==> config.mk <==
export PLATFORM = sky130hd
export DESIGN_NAME = white_pink_noise_generator
export DESIGN_NICKNAME = d
export VERILOG_FILES = /design/src/sv/wpng_pkg.sv /design/src/sv/wpng_ctrl.sv /design/src/sv/wpng_datapath.sv /design/src/sv/white_pink_noise_generator.sv
export SDC_FILE = /design/constraint.sdc
export NUM_CORES = 2
export LEC_CHECK = 0
export BUFFER_PORTS_ARGS = -buffer_cell sky130_fd_sc_hd__buf_2
export CORE_MARGIN = 10
export CORE_UTILIZATION = 50
export CTS_CLUSTER_DIAMETER = 60
export DETAILED_ROUTE_END_ITERATION = 10
export PLACE_DENSITY = 0.65
export SLEW_MARGIN = 10
export SYNTH_ARGS = -nofsm -noshare
export SYNTH_HDL_FRONTEND = slang
export SYNTH_SLANG_ARGS = --single-unit
==> constraint.sdc <==
create_clock -name clk -period 14.8 [get_ports clk]
set_input_delay 0 -clock clk [delete_from_list [all_inputs] [get_ports clk]]
set_output_delay 0 -clock clk [all_outputs]
set_load 0.02 [all_outputs]
==> src/sv/wpng_pkg.sv <==
// Shared types and constants for the white/pink noise generator.
package wpng_pkg;

  localparam int unsigned LEVEL_W  = 17;
  localparam int unsigned SAMPLE_W = 24;
  localparam int unsigned CFG_W    = 32;
  localparam int unsigned CFG_IDX_W = 1;

  localparam logic [CFG_IDX_W-1:0] REG_NOISE_COLOR = 1'b0;
  localparam logic [CFG_IDX_W-1:0] REG_SEED        = 1'b1;

  // Operand pair fed to the shared multiplier.
  typedef enum logic [3:0] {
    MUL_NONE,
    MUL_SLOW_POLE,
    MUL_SLOW_IN,
    MUL_MID_POLE,
    MUL_MID_IN,
    MUL_FAST_POLE,
    MUL_FAST_IN,
    MUL_MIX,
    MUL_PINK,
    MUL_LEVEL_HI,
    MUL_LEVEL_LO,
    MUL_CENTRE
  } mul_op_t;

  // What the accumulator does with last cycle's product.
  typedef enum logic [2:0] {
    ACC_HOLD,
    ACC_LOAD_POLE,
    ACC_ADD_INPUT,
    ACC_LOAD_MIX,
    ACC_ADD_POLES,
    ACC_LOAD_LEVEL,
    ACC_ADD_LEVEL
  } acc_op_t;

  // Which result register takes a value this cycle.
  typedef enum logic [2:0] {
    WR_NONE,
    WR_SLOW,
    WR_MID,
    WR_FAST,
    WR_NOISE,
    WR_SCALED,
    WR_OUT
  } wr_op_t;

  typedef struct packed {
    logic    start;
    mul_op_t mul;
    acc_op_t acc;
    wr_op_t  wr;
  } wpng_cmd_t;

  typedef struct packed {
    logic noise_color;
  } wpng_status_t;

  // One step of the 32-bit xorshift (13, 17, 5).
  function automatic logic [31:0] xorshift32(input logic [31:0] x);
    logic [31:0] a;
    logic [31:0] b;
    a = x ^ (x << 13);
    b = a ^ (a >> 17);
    return b ^ (b << 5);
  endfunction

endpackage

==> src/sv/wpng_ctrl.sv <==
// Sequencer for the noise datapath: steps the shared multiplier and output handshake.
module wpng_ctrl (
  input  logic                  clk,
  input  logic                  rst,
  input  logic                  level_valid,
  output logic                  level_stall,
  output logic                  sample_valid,
  input  logic                  sample_stall,
  input  wpng_pkg::wpng_status_t status,
  output wpng_pkg::wpng_cmd_t    cmd
);
  import wpng_pkg::*;

  typedef enum logic [4:0] {
    S_IDLE,
    S_SLOW_POLE,
    S_SLOW_IN,
    S_MID_POLE,
    S_MID_IN,
    S_FAST_POLE,
    S_FAST_IN,
    S_MIX,
    S_MIX_ROUND,
    S_SUM,
    S_PINK,
    S_PINK_ROUND,
    S_LEVEL_HI,
    S_LEVEL_LO,
    S_LEVEL_SUM,
    S_LEVEL_CLAMP,
    S_CENTRE,
    S_OUT
  } state_t;

  state_t state;
  state_t state_next;
  logic   accept;
  logic   out_free;

  assign level_stall = (state != S_IDLE);
  assign accept      = level_valid && (state == S_IDLE);
  assign out_free    = !sample_valid || !sample_stall;

  always_comb begin
    cmd        = '{start: 1'b0, mul: MUL_NONE, acc: ACC_HOLD, wr: WR_NONE};
    state_next = state;
    unique case (state)
      S_IDLE: begin
        cmd.start = accept;
        if (accept) begin
          state_next = status.noise_color ? S_SLOW_POLE : S_LEVEL_HI;
        end
      end
      S_SLOW_POLE: begin
        cmd.mul    = MUL_SLOW_POLE;
        state_next = S_SLOW_IN;
      end
      S_SLOW_IN: begin
        cmd.mul    = MUL_SLOW_IN;
        cmd.acc    = ACC_LOAD_POLE;
        state_next = S_MID_POLE;
      end
      S_MID_POLE: begin
        cmd.mul    = MUL_MID_POLE;
        cmd.acc    = ACC_ADD_INPUT;
        state_next = S_MID_IN;
      end
      S_MID_IN: begin
        cmd.mul    = MUL_MID_IN;
        cmd.acc    = ACC_LOAD_POLE;
        cmd.wr     = WR_SLOW;
        state_next = S_FAST_POLE;
      end
      S_FAST_POLE: begin
        cmd.mul    = MUL_FAST_POLE;
        cmd.acc    = ACC_ADD_INPUT;
        state_next = S_FAST_IN;
      end
      S_FAST_IN: begin
        cmd.mul    = MUL_FAST_IN;
        cmd.acc    = ACC_LOAD_POLE;
        cmd.wr     = WR_MID;
        state_next = S_MIX;
      end
      S_MIX: begin
        cmd.mul    = MUL_MIX;
        cmd.acc    = ACC_ADD_INPUT;
        state_next = S_MIX_ROUND;
      end
      S_MIX_ROUND: begin
        cmd.acc    = ACC_LOAD_MIX;
        cmd.wr     = WR_FAST;
        state_next = S_SUM;
      end
      S_SUM: begin
        cmd.acc    = ACC_ADD_POLES;
        state_next = S_PINK;
      end
      S_PINK: begin
        cmd.mul    = MUL_PINK;
        state_next = S_PINK_ROUND;
      end
      S_PINK_ROUND: begin
        cmd.wr     = WR_NOISE;
        state_next = S_LEVEL_HI;
      end
      S_LEVEL_HI: begin
        cmd.mul    = MUL_LEVEL_HI;
        state_next = S_LEVEL_LO;
      end
      S_LEVEL_LO: begin
        cmd.mul    = MUL_LEVEL_LO;
        cmd.acc    = ACC_LOAD_LEVEL;
        state_next = S_LEVEL_SUM;
      end
      S_LEVEL_SUM: begin
        cmd.acc    = ACC_ADD_LEVEL;
        state_next = S_LEVEL_CLAMP;
      end
      S_LEVEL_CLAMP: begin
        cmd.wr     = WR_SCALED;
        state_next = S_CENTRE;
      end
      S_CENTRE: begin
        cmd.mul    = MUL_CENTRE;
        state_next = S_OUT;
      end
      S_OUT: begin
        if (out_free) begin
          cmd.wr     = WR_OUT;
          state_next = S_IDLE;
        end
      end
      default: begin
        state_next = S_IDLE;
      end
    endcase
  end

  always_ff @(posedge clk) begin
    if (rst) begin
      state        <= S_IDLE;
      sample_valid <= 1'b0;
    end else begin
      state <= state_next;
      if (state == S_OUT && out_free) begin
        sample_valid <= 1'b1;
      end else if (!sample_stall) begin
        sample_valid <= 1'b0;
      end
    end
  end

endmodule

==> src/sv/wpng_datapath.sv <==
// Generator, pink filter state, shared multiplier, accumulator and output register.
module wpng_datapath (
  input  logic                                 clk,
  input  logic                                 rst,
  input  wpng_pkg::wpng_cmd_t                  cmd,
  output wpng_pkg::wpng_status_t               status,
  input  logic [wpng_pkg::LEVEL_W-1:0]         noise_level,
  input  logic                                 cfg_write,
  input  logic [wpng_pkg::CFG_IDX_W-1:0]       cfg_index,
  input  logic [wpng_pkg::CFG_W-1:0]           cfg_data,
  output logic signed [wpng_pkg::SAMPLE_W-1:0] noise_sample
);
  import wpng_pkg::*;

  // Coefficients, round(value * 2^30).
  localparam logic signed [31:0] COEF_SLOW_POLE = 32'sd1071218531;
  localparam logic signed [31:0] COEF_SLOW_IN   = 32'sd106349833;
  localparam logic signed [31:0] COEF_MID_POLE  = 32'sd1034013377;
  localparam logic signed [31:0] COEF_MID_IN    = 32'sd318382060;
  localparam logic signed [31:0] COEF_FAST_POLE = 32'sd612032840;
  localparam logic signed [31:0] COEF_FAST_IN   = 32'sd1130318677;
  localparam logic signed [31:0] COEF_WHITE_MIX = 32'sd198427489;
  localparam logic signed [31:0] COEF_PINK_GAIN = 32'sd214748365;
  localparam logic signed [31:0] COEF_CENTRE    = 32'sd759250124;

  localparam logic signed [63:0] HALF_30 = 64'sh0000_0000_2000_0000;
  localparam logic signed [63:0] HALF_37 = 64'sh0000_0010_0000_0000;
  localparam logic signed [63:0] HALF_23 = 64'sh0000_0000_0040_0000;
  localparam logic signed [63:0] HALF_16 = 64'sh0000_0000_0000_8000;
  localparam logic signed [63:0] HALF_38 = 64'sh0000_0020_0000_0000;
  localparam logic signed [63:0] S32_MAX = 64'sd2147483647;
  localparam logic signed [63:0] S32_MIN = -64'sd2147483648;
  localparam logic signed [63:0] MID_MAX = 64'sd8589934592;
  localparam logic signed [63:0] MID_MIN = -64'sd8589934592;
  localparam logic signed [63:0] OUT_MAX = 64'sd8388607;
  localparam logic signed [63:0] OUT_MIN = -64'sd8388608;

  function automatic logic signed [63:0] sext32(input logic signed [31:0] x);
    return {{32{x[31]}}, x};
  endfunction

  function automatic logic signed [31:0] sat32(input logic signed [63:0] x);
    logic signed [31:0] r;
    if (x > S32_MAX) begin
      r = 32'sh7FFF_FFFF;
    end else if (x < S32_MIN) begin
      r = 32'sh8000_0000;
    end else begin
      r = x[31:0];
    end
    return r;
  endfunction

  logic               noise_color;
  logic        [31:0] noise_register;
  logic signed [31:0] pink_slow;
  logic signed [31:0] pink_mid;
  logic signed [31:0] pink_fast;

  logic        [LEVEL_W-1:0]  level;
  logic signed [31:0]         white;
  logic signed [39:0]         noise;
  logic signed [34:0]         scaled;
  logic signed [63:0]         prod;
  logic signed [63:0]         acc;
  logic signed [63:0]         acc_next;
  logic signed [SAMPLE_W-1:0] sample;

  logic signed [35:0] mul_a;
  logic signed [31:0] mul_b;
  logic signed [67:0] mul_full;
  logic        [31:0] gen_next;
  logic signed [63:0] pole_shift;
  logic signed [63:0] pink_round;
  logic signed [63:0] level_shift;
  logic signed [63:0] out_round;

  assign status.noise_color = noise_color;
  assign noise_sample       = sample;
  assign gen_next           = xorshift32(noise_register);

  // Operand select for the shared multiplier.
  always_comb begin
    mul_a = '0;
    mul_b = '0;
    unique case (cmd.mul)
      MUL_SLOW_POLE: begin
        mul_a = {{4{pink_slow[31]}}, pink_slow};
        mul_b = COEF_SLOW_POLE;
      end
      MUL_SLOW_IN: begin
        mul_a = {{4{white[31]}}, white};
        mul_b = COEF_SLOW_IN;
      end
      MUL_MID_POLE: begin
        mul_a = {{4{pink_mid[31]}}, pink_mid};
        mul_b = COEF_MID_POLE;
      end
      MUL_MID_IN: begin
        mul_a = {{4{white[31]}}, white};
        mul_b = COEF_MID_IN;
      end
      MUL_FAST_POLE: begin
        mul_a = {{4{pink_fast[31]}}, pink_fast};
        mul_b = COEF_FAST_POLE;
      end
      MUL_FAST_IN: begin
        mul_a = {{4{white[31]}}, white};
        mul_b = COEF_FAST_IN;
      end
      MUL_MIX: begin
        mul_a = {{4{white[31]}}, white};
        mul_b = COEF_WHITE_MIX;
      end
      MUL_PINK: begin
        mul_a = acc[35:0];
        mul_b = COEF_PINK_GAIN;
      end
      MUL_LEVEL_HI: begin
        mul_a = {{16{noise[39]}}, noise[39:20]};
        mul_b = {{(32-LEVEL_W){1'b0}}, level};
      end
      MUL_LEVEL_LO: begin
        mul_a = {16'b0, noise[19:0]};
        mul_b = {{(32-LEVEL_W){1'b0}}, level};
      end
      MUL_CENTRE: begin
        mul_a = {scaled[34], scaled};
        mul_b = COEF_CENTRE;
      end
      default: begin
        mul_a = '0;
        mul_b = '0;
      end
    endcase
  end

  assign mul_full = mul_a * mul_b;

  always_comb begin
    acc_next = acc;
    case (cmd.acc)
      ACC_LOAD_POLE:  acc_next = prod + HALF_30;
      ACC_ADD_INPUT:  acc_next = acc + (prod >>> 7);
      ACC_LOAD_MIX:   acc_next = (prod + HALF_37) >>> 37;
      ACC_ADD_POLES:  acc_next = acc + sext32(pink_slow) + sext32(pink_mid)
                                 + sext32(pink_fast);
      ACC_LOAD_LEVEL: acc_next = prod <<< 20;
      ACC_ADD_LEVEL:  acc_next = acc + prod + HALF_16;
      default:        acc_next = acc;
    endcase
  end

  assign pole_shift  = acc >>> 30;
  assign pink_round  = (prod + HALF_23) >>> 23;
  assign level_shift = acc >>> 16;
  assign out_round   = (prod + HALF_38) >>> 38;

  // Architectural state: generator, mode and pink filter poles.
  always_ff @(posedge clk) begin
    if (rst) begin
      noise_color    <= 1'b0;
      noise_register <= 32'd1;
      pink_slow      <= '0;
      pink_mid       <= '0;
      pink_fast      <= '0;
    end else begin
      if (cmd.start) begin
        noise_register <= gen_next;
      end
      case (cmd.wr)
        WR_SLOW: pink_slow <= sat32(pole_shift);
        WR_MID:  pink_mid  <= sat32(pole_shift);
        WR_FAST: pink_fast <= sat32(pole_shift);
        default: ;
      endcase
      if (cfg_write) begin
        unique case (cfg_index)
          REG_NOISE_COLOR: noise_color <= cfg_data[0];
          REG_SEED:        noise_register <= (cfg_data == '0) ? 32'd1 : cfg_data;
          default: ;
        endcase
      end
    end
  end

  // Working registers of one transaction.
  always_ff @(posedge clk) begin
    if (cmd.start) begin
      level <= noise_level;
      white <= gen_next;
      noise <= {{8{gen_next[31]}}, gen_next};
    end
    if (cmd.mul != MUL_NONE) begin
      prod <= mul_full[63:0];
    end
    acc <= acc_next;
    case (cmd.wr)
      WR_NOISE: noise <= pink_round[39:0];
      WR_SCALED: begin
        if (level_shift > MID_MAX) begin
          scaled <= MID_MAX[34:0];
        end else if (level_shift < MID_MIN) begin
          scaled <= MID_MIN[34:0];
        end else begin
          scaled <= level_shift[34:0];
        end
      end
      WR_OUT: begin
        if (out_round > OUT_MAX) begin
          sample <= OUT_MAX[SAMPLE_W-1:0];
        end else if (out_round < OUT_MIN) begin
          sample <= OUT_MIN[SAMPLE_W-1:0];
        end else begin
          sample <= out_round[SAMPLE_W-1:0];
        end
      end
      default: ;
    endcase
  end

endmodule

==> src/sv/white_pink_noise_generator.sv <==
// Top level of the white/pink noise generator: sequencer plus datapath.
//
// Usage:
//   Each transaction on the level channel (level_valid, level_stall,
//   noise_level) is one audio tick. The block advances a 32-bit xorshift
//   generator and returns one noise_sample transaction on the sample
//   channel (sample_valid, sample_stall).
//   Configuration: cfg_write with cfg_index 0 sets noise_color (0 white,
//   1 pink); cfg_index 1 reloads the generator from cfg_data (zero loads one).
//   Write configuration only while no tick is in flight.
//   Schedule: one shared 36x32 multiplier does every product in turn, so the
//   block holds level_stall and takes no new tick until it has returned
//   to idle. White mode runs only the level, centre and output steps; pink
//   mode runs the filter steps before them. The pink path spends three multiplies on
//   the pole updates' pole terms, three on their input terms, and two more
//   on the white mix and pink gain.
//   Stalls: the output register holds a finished sample while sample_stall
//   is high; the block still takes the next tick and parks at the final
//   step until the register frees up.
//   Reset: rst (synchronous) clears the pink filter state, selects white
//   mode and loads the generator with one. No clearing pass is needed.
module white_pink_noise_generator (
  input  logic                                 clk,
  input  logic                                 rst,
  input  logic                                 level_valid,
  output logic                                 level_stall,
  input  logic [wpng_pkg::LEVEL_W-1:0]         noise_level,
  output logic                                 sample_valid,
  input  logic                                 sample_stall,
  output logic signed [wpng_pkg::SAMPLE_W-1:0] noise_sample,
  input  logic                                 cfg_write,
  input  logic [wpng_pkg::CFG_IDX_W-1:0]       cfg_index,
  input  logic [wpng_pkg::CFG_W-1:0]           cfg_data
);
  import wpng_pkg::*;

  wpng_cmd_t    cmd;
  wpng_status_t status;

  // Controller: walks the multiply/accumulate schedule per transaction.
  wpng_ctrl u_ctrl (
    .clk          (clk),
    .rst          (rst),
    .level_valid  (level_valid),
    .level_stall  (level_stall),
    .sample_valid (sample_valid),
    .sample_stall (sample_stall),
    .status       (status),
    .cmd          (cmd)
  );

  // Datapath: generator, filter poles, shared multiplier, output register.
  wpng_datapath u_datapath (
    .clk          (clk),
    .rst          (rst),
    .cmd          (cmd),
    .status       (status),
    .noise_level  (noise_level),
    .cfg_write    (cfg_write),
    .cfg_index    (cfg_index),
    .cfg_data     (cfg_data),
    .noise_sample (noise_sample)
  );

endmodule
==> results.sh <==
export IMPL_htree_levels=2
export IMPL_fmax_mhz=78.4
export IMPL_antenna_found_initial=15
export IMPL_port_buffers=80
export IMPL_clkSlewWorstSetupHoldPaths_ps=60
export IMPL_maxCapViolCount=1
export IMPL_hold_path_class="in2reg"
export IMPL_startpoint_type="flop"
export IMPL_dieArea_um2=159000
export IMPL_syn_inst=8060
export IMPL_start_util_pct=50.5
export IMPL_synthAdderAreaFrac_pct=42.7
export IMPL_reg2reg_depth=31
export IMPL_synth_xor_area_share_pct=5.33
export IMPL_timing_slew_headroom_pct=-5.25
export IMPL_crit_required_ps=15180
export IMPL_grt_pass1_wl_um=429000
export IMPL_finalHoldViolations=0
export IMPL_synth_edff_count=276
export IMPL_worstSetupEndpoint="u_datapath.prod[63]$_DFFE_PP_"
export IMPL_crit_arrival_ps=13140
export IMPL_nets=9781
export IMPL_r2r_end="u_datapath.prod[63]$_DFFE_PP_"
export IMPL_root_buffer="clkbuf_16"
export IMPL_cp_slowest_cell="fa_1"
export IMPL_yosysWarnings=0
export IMPL_cts_buffers=46
export IMPL_cts_sinks=411
export IMPL_cpMostUsedCell="fa_1"
export IMPL_cts_tree="yes"
export IMPL_crit_path_end_kind="flop"
export IMPL_rows=138
export IMPL_synth_top_family_by_area="adder cells"
export IMPL_violations="capacitance limit, slew limit"
export IMPL_hpwl_um=232000
export IMPL_dr_first_iter_drc_count=7932
export IMPL_num_vias=63100
export IMPL_setup_viol_count_final=0
export IMPL_viasPerCell=6.33
export IMPL_worstMarginPinSlew_ps=1570
export IMPL_slowest_delay_ps=900
export IMPL_synth_compound_area_share_pct=13.5
export IMPL_gp_congestion=1.09
export IMPL_dr_pass1_iters=9
export IMPL_clock_latency_ps=640
export IMPL_ios=81
export IMPL_worstPathMaxFanout=28
export IMPL_ys_types=87
export IMPL_status="complete, but fails checks"
export IMPL_synthSimpleGateAreaFrac_pct=14.2
export IMPL_avgSynthCellArea_um2=8.89
export IMPL_layout_drive_gt1_share_pct=5.75
export IMPL_grt_total_usage_pct=36.8
export IMPL_holdWs_ps=87.1
export IMPL_drc=0
export IMPL_post_cts_buffers=0
export IMPL_setup_tns_ps=0
export IMPL_first_global_vias=63500
export IMPL_slew_violations=4
export IMPL_synth_ff_type="edfxtp_1"
export IMPL_synth_top_area_share_pct=35.0
export IMPL_syn_to_final_growth_pct=7.47
export IMPL_synthTopCellsByArea="fa_1 (35%), edfxtp_1 (12%), ha_1 (7.7%)"
export IMPL_synthMuxAreaShare_pct=0.197
export IMPL_synth_top_area_cell="fa_1"
export IMPL_grt_max_degree=77
export IMPL_min_period_ps=12760
export IMPL_cts_repair_resized=0
export IMPL_fin_crit_sh_pct=86.2
export IMPL_syn_area_um2=71700
export IMPL_synth_seq_cells=411
export IMPL_worstSetupPathType="reg2reg"
export IMPL_clockBufferDepth=3
export IMPL_worstReg2RegStart="u_ctrl.state[2]$_SDFFE_PP0P_"
export IMPL_die_x_um=399
export IMPL_overflow=0
export IMPL_async_flop_share_pct=0
export IMPL_ant_nets=0
export IMPL_core_area_um2=142000
export IMPL_grt_setup_unrepaired="no"
export IMPL_crit_start="u_ctrl.state[2]$_SDFFE_PP0P_"
export IMPL_routedWlPerCell_um=29.7
export IMPL_syn_nets=9809
export IMPL_skew_ps=36.6
export IMPL_yosysSeqAreaShare_pct=15.3
export IMPL_die_h_um=399
export IMPL_drt_wl_total_um=296000
export IMPL_r2r_slack_ps=2040
-- routing by layer --
metal / GRT usage, % / share of wire, % / up-vias
li1: - / - / 26200
met1: 48.1 / 38 / 31400
met2: 53.0 / 41 / 4376
met3: 13.2 / 14 / 1085
met4: 19.8 / 7.0 / 18
met5: 0.363 / 0.068 / -
-- state kept, by name, summed over array words and instances (netlist names) --
name,flops
u_ctrl.state,5
u_datapath.pink_mid,32
u_datapath.pink_fast,32
u_datapath.prod,64
u_ctrl.sample_valid,1
u_datapath.pink_slow,32
u_datapath.status,1
u_datapath.white,32
u_datapath.noise_sample,24
u_datapath.scaled,35
u_datapath.noise,40
u_datapath.acc,64
u_datapath.noise_register,32
u_datapath.level,17
-- logic make-up (layout without fill, tap and decap cells) --
| kind of cell | Yosys count | in the layout |
|---|---|---|
| multiplexers | 14 | 14 |
| AND/OR/NAND/NOR | 2387 | 2387 |
| other | 0 | 16 |
| XOR/XNOR | 436 | 436 |
| flip-flops | 411 | 411 |
| buffers and inverters | 1671 | 1681 |
| AO/OA/AOI/OAI | 1447 | 1447 |
| adder cells (fa/ha/maj) | 1694 | 1694 |
-- worst min path at each step --
stage,from,to,cells past startpoint
2_1_floorplan,noise_level[0],u_datapath.level[0]$_DFFE_PP_,0
3_3_place_gp,noise_level[7],u_datapath.level[7]$_DFFE_PP_,1
3_5_place_dp,noise_level[14],u_datapath.level[14]$_DFFE_PP_,1
4_1_cts,noise_level[7],u_datapath.level[7]$_DFFE_PP_,2
5_1_grt,noise_level[5],u_datapath.level[5]$_DFFE_PP_,2
6_report,noise_level[5],u_datapath.level[5]$_DFFE_PP_,2
-- metrics by stage --
step,util (%),setup slack [ps],area [µm²],cells
4_1_cts,54.2,2320,77000,9960
6_report,54.3,2040,77000,9976
3_3_place_gp,52.7,2710,74700,9792
3_5_place_dp,52.7,2370,74700,9792
5_1_grt,54.3,1360,77000,9961
2_1_floorplan,-,4740,71700,8060
-- synthesized netlist by cell type (all sizes together) (46+ instances only) --
cell type / instances
xnor2: 257
nand2: 702
a21o: 109
ha: 442
a221oi: 66
nor3: 89
inv: 1242
nor2b: 69
xor2: 179
and3: 46
nor2: 1112
nand3: 120
o21ai: 240
edfxtp: 276
nand4: 62
dfxtp: 135
fa: 1252
clkbuf: 396
a21oi: 419
a22oi: 75
a211oi: 137
-- worst max-delay path, delay by kind of cell (launching register included) --
| family | cells | cell delay [ps] |
|---|---|---|
| buffers and inverters | 5 | 1330 |
| xor gates and xnor gates | 1 | 100 |
| adders and majority gates | 9 | 4990 |
| AOI/OAI and AO/OA | 8 | 2660 |
| and+or+nand+nor | 8 | 3080 |
| DFF | 1 | 310 |
-- cell usage in the layout (no fill, tap or decap), types with 24 or more instances in the layout --
| cell | count |
|---|---|
| edfxtp_1 | 276 |
| dfxtp_1 | 131 |
| a22o_1 | 39 |
| a21oi_1 | 407 |
| dlygate4sd3_1 | 82 |
| inv_1 | 1241 |
| nand2_1 | 701 |
| a22oi_1 | 74 |
| a31oi_1 | 40 |
| nor4_1 | 28 |
| xnor2_1 | 257 |
| and3_1 | 45 |
| o21a_1 | 37 |
| nor2b_1 | 69 |
| o21ai_0 | 225 |
| fa_1 | 1252 |
| nand2b_1 | 44 |
| a221o_1 | 24 |
| buf_4 | 192 |
| or3_1 | 31 |
| a21o_1 | 108 |
| clkbuf_16 | 47 |
| ha_1 | 442 |
| o21bai_1 | 41 |
| nand3_1 | 120 |
| o211ai_1 | 26 |
| nor3_1 | 73 |
| a221oi_1 | 52 |
| nor2_1 | 1093 |
| and2_1 | 31 |
| a211oi_1 | 129 |
| buf_2 | 79 |
| nand4_1 | 62 |
| xor2_1 | 179 |
-- area by class of cell --
class | count | area [µm²]
Clock inverter | 23 | 176
Inverter | 1242 | 4660
Timing Repair Buffer | 353 | 2660
Sequential cell | 411 | 11000
Clock buffer | 63 | 1270
Fill cell | 13200 | 64900
Tap cell | 1890 | 2360
Multi-Input combinational cell | 5978 | 54900
Antenna cell | 16 | 40.0
-- timing repair --
item,in CTS,in global routing
hold buffers,82,0
setup endpoints to repair,0,0
hold endpoints to repair,97,0
Power is left out: the tool's default activity adds up to more than one toggle a clock period on the data nets, which glitch-free logic cannot reach.
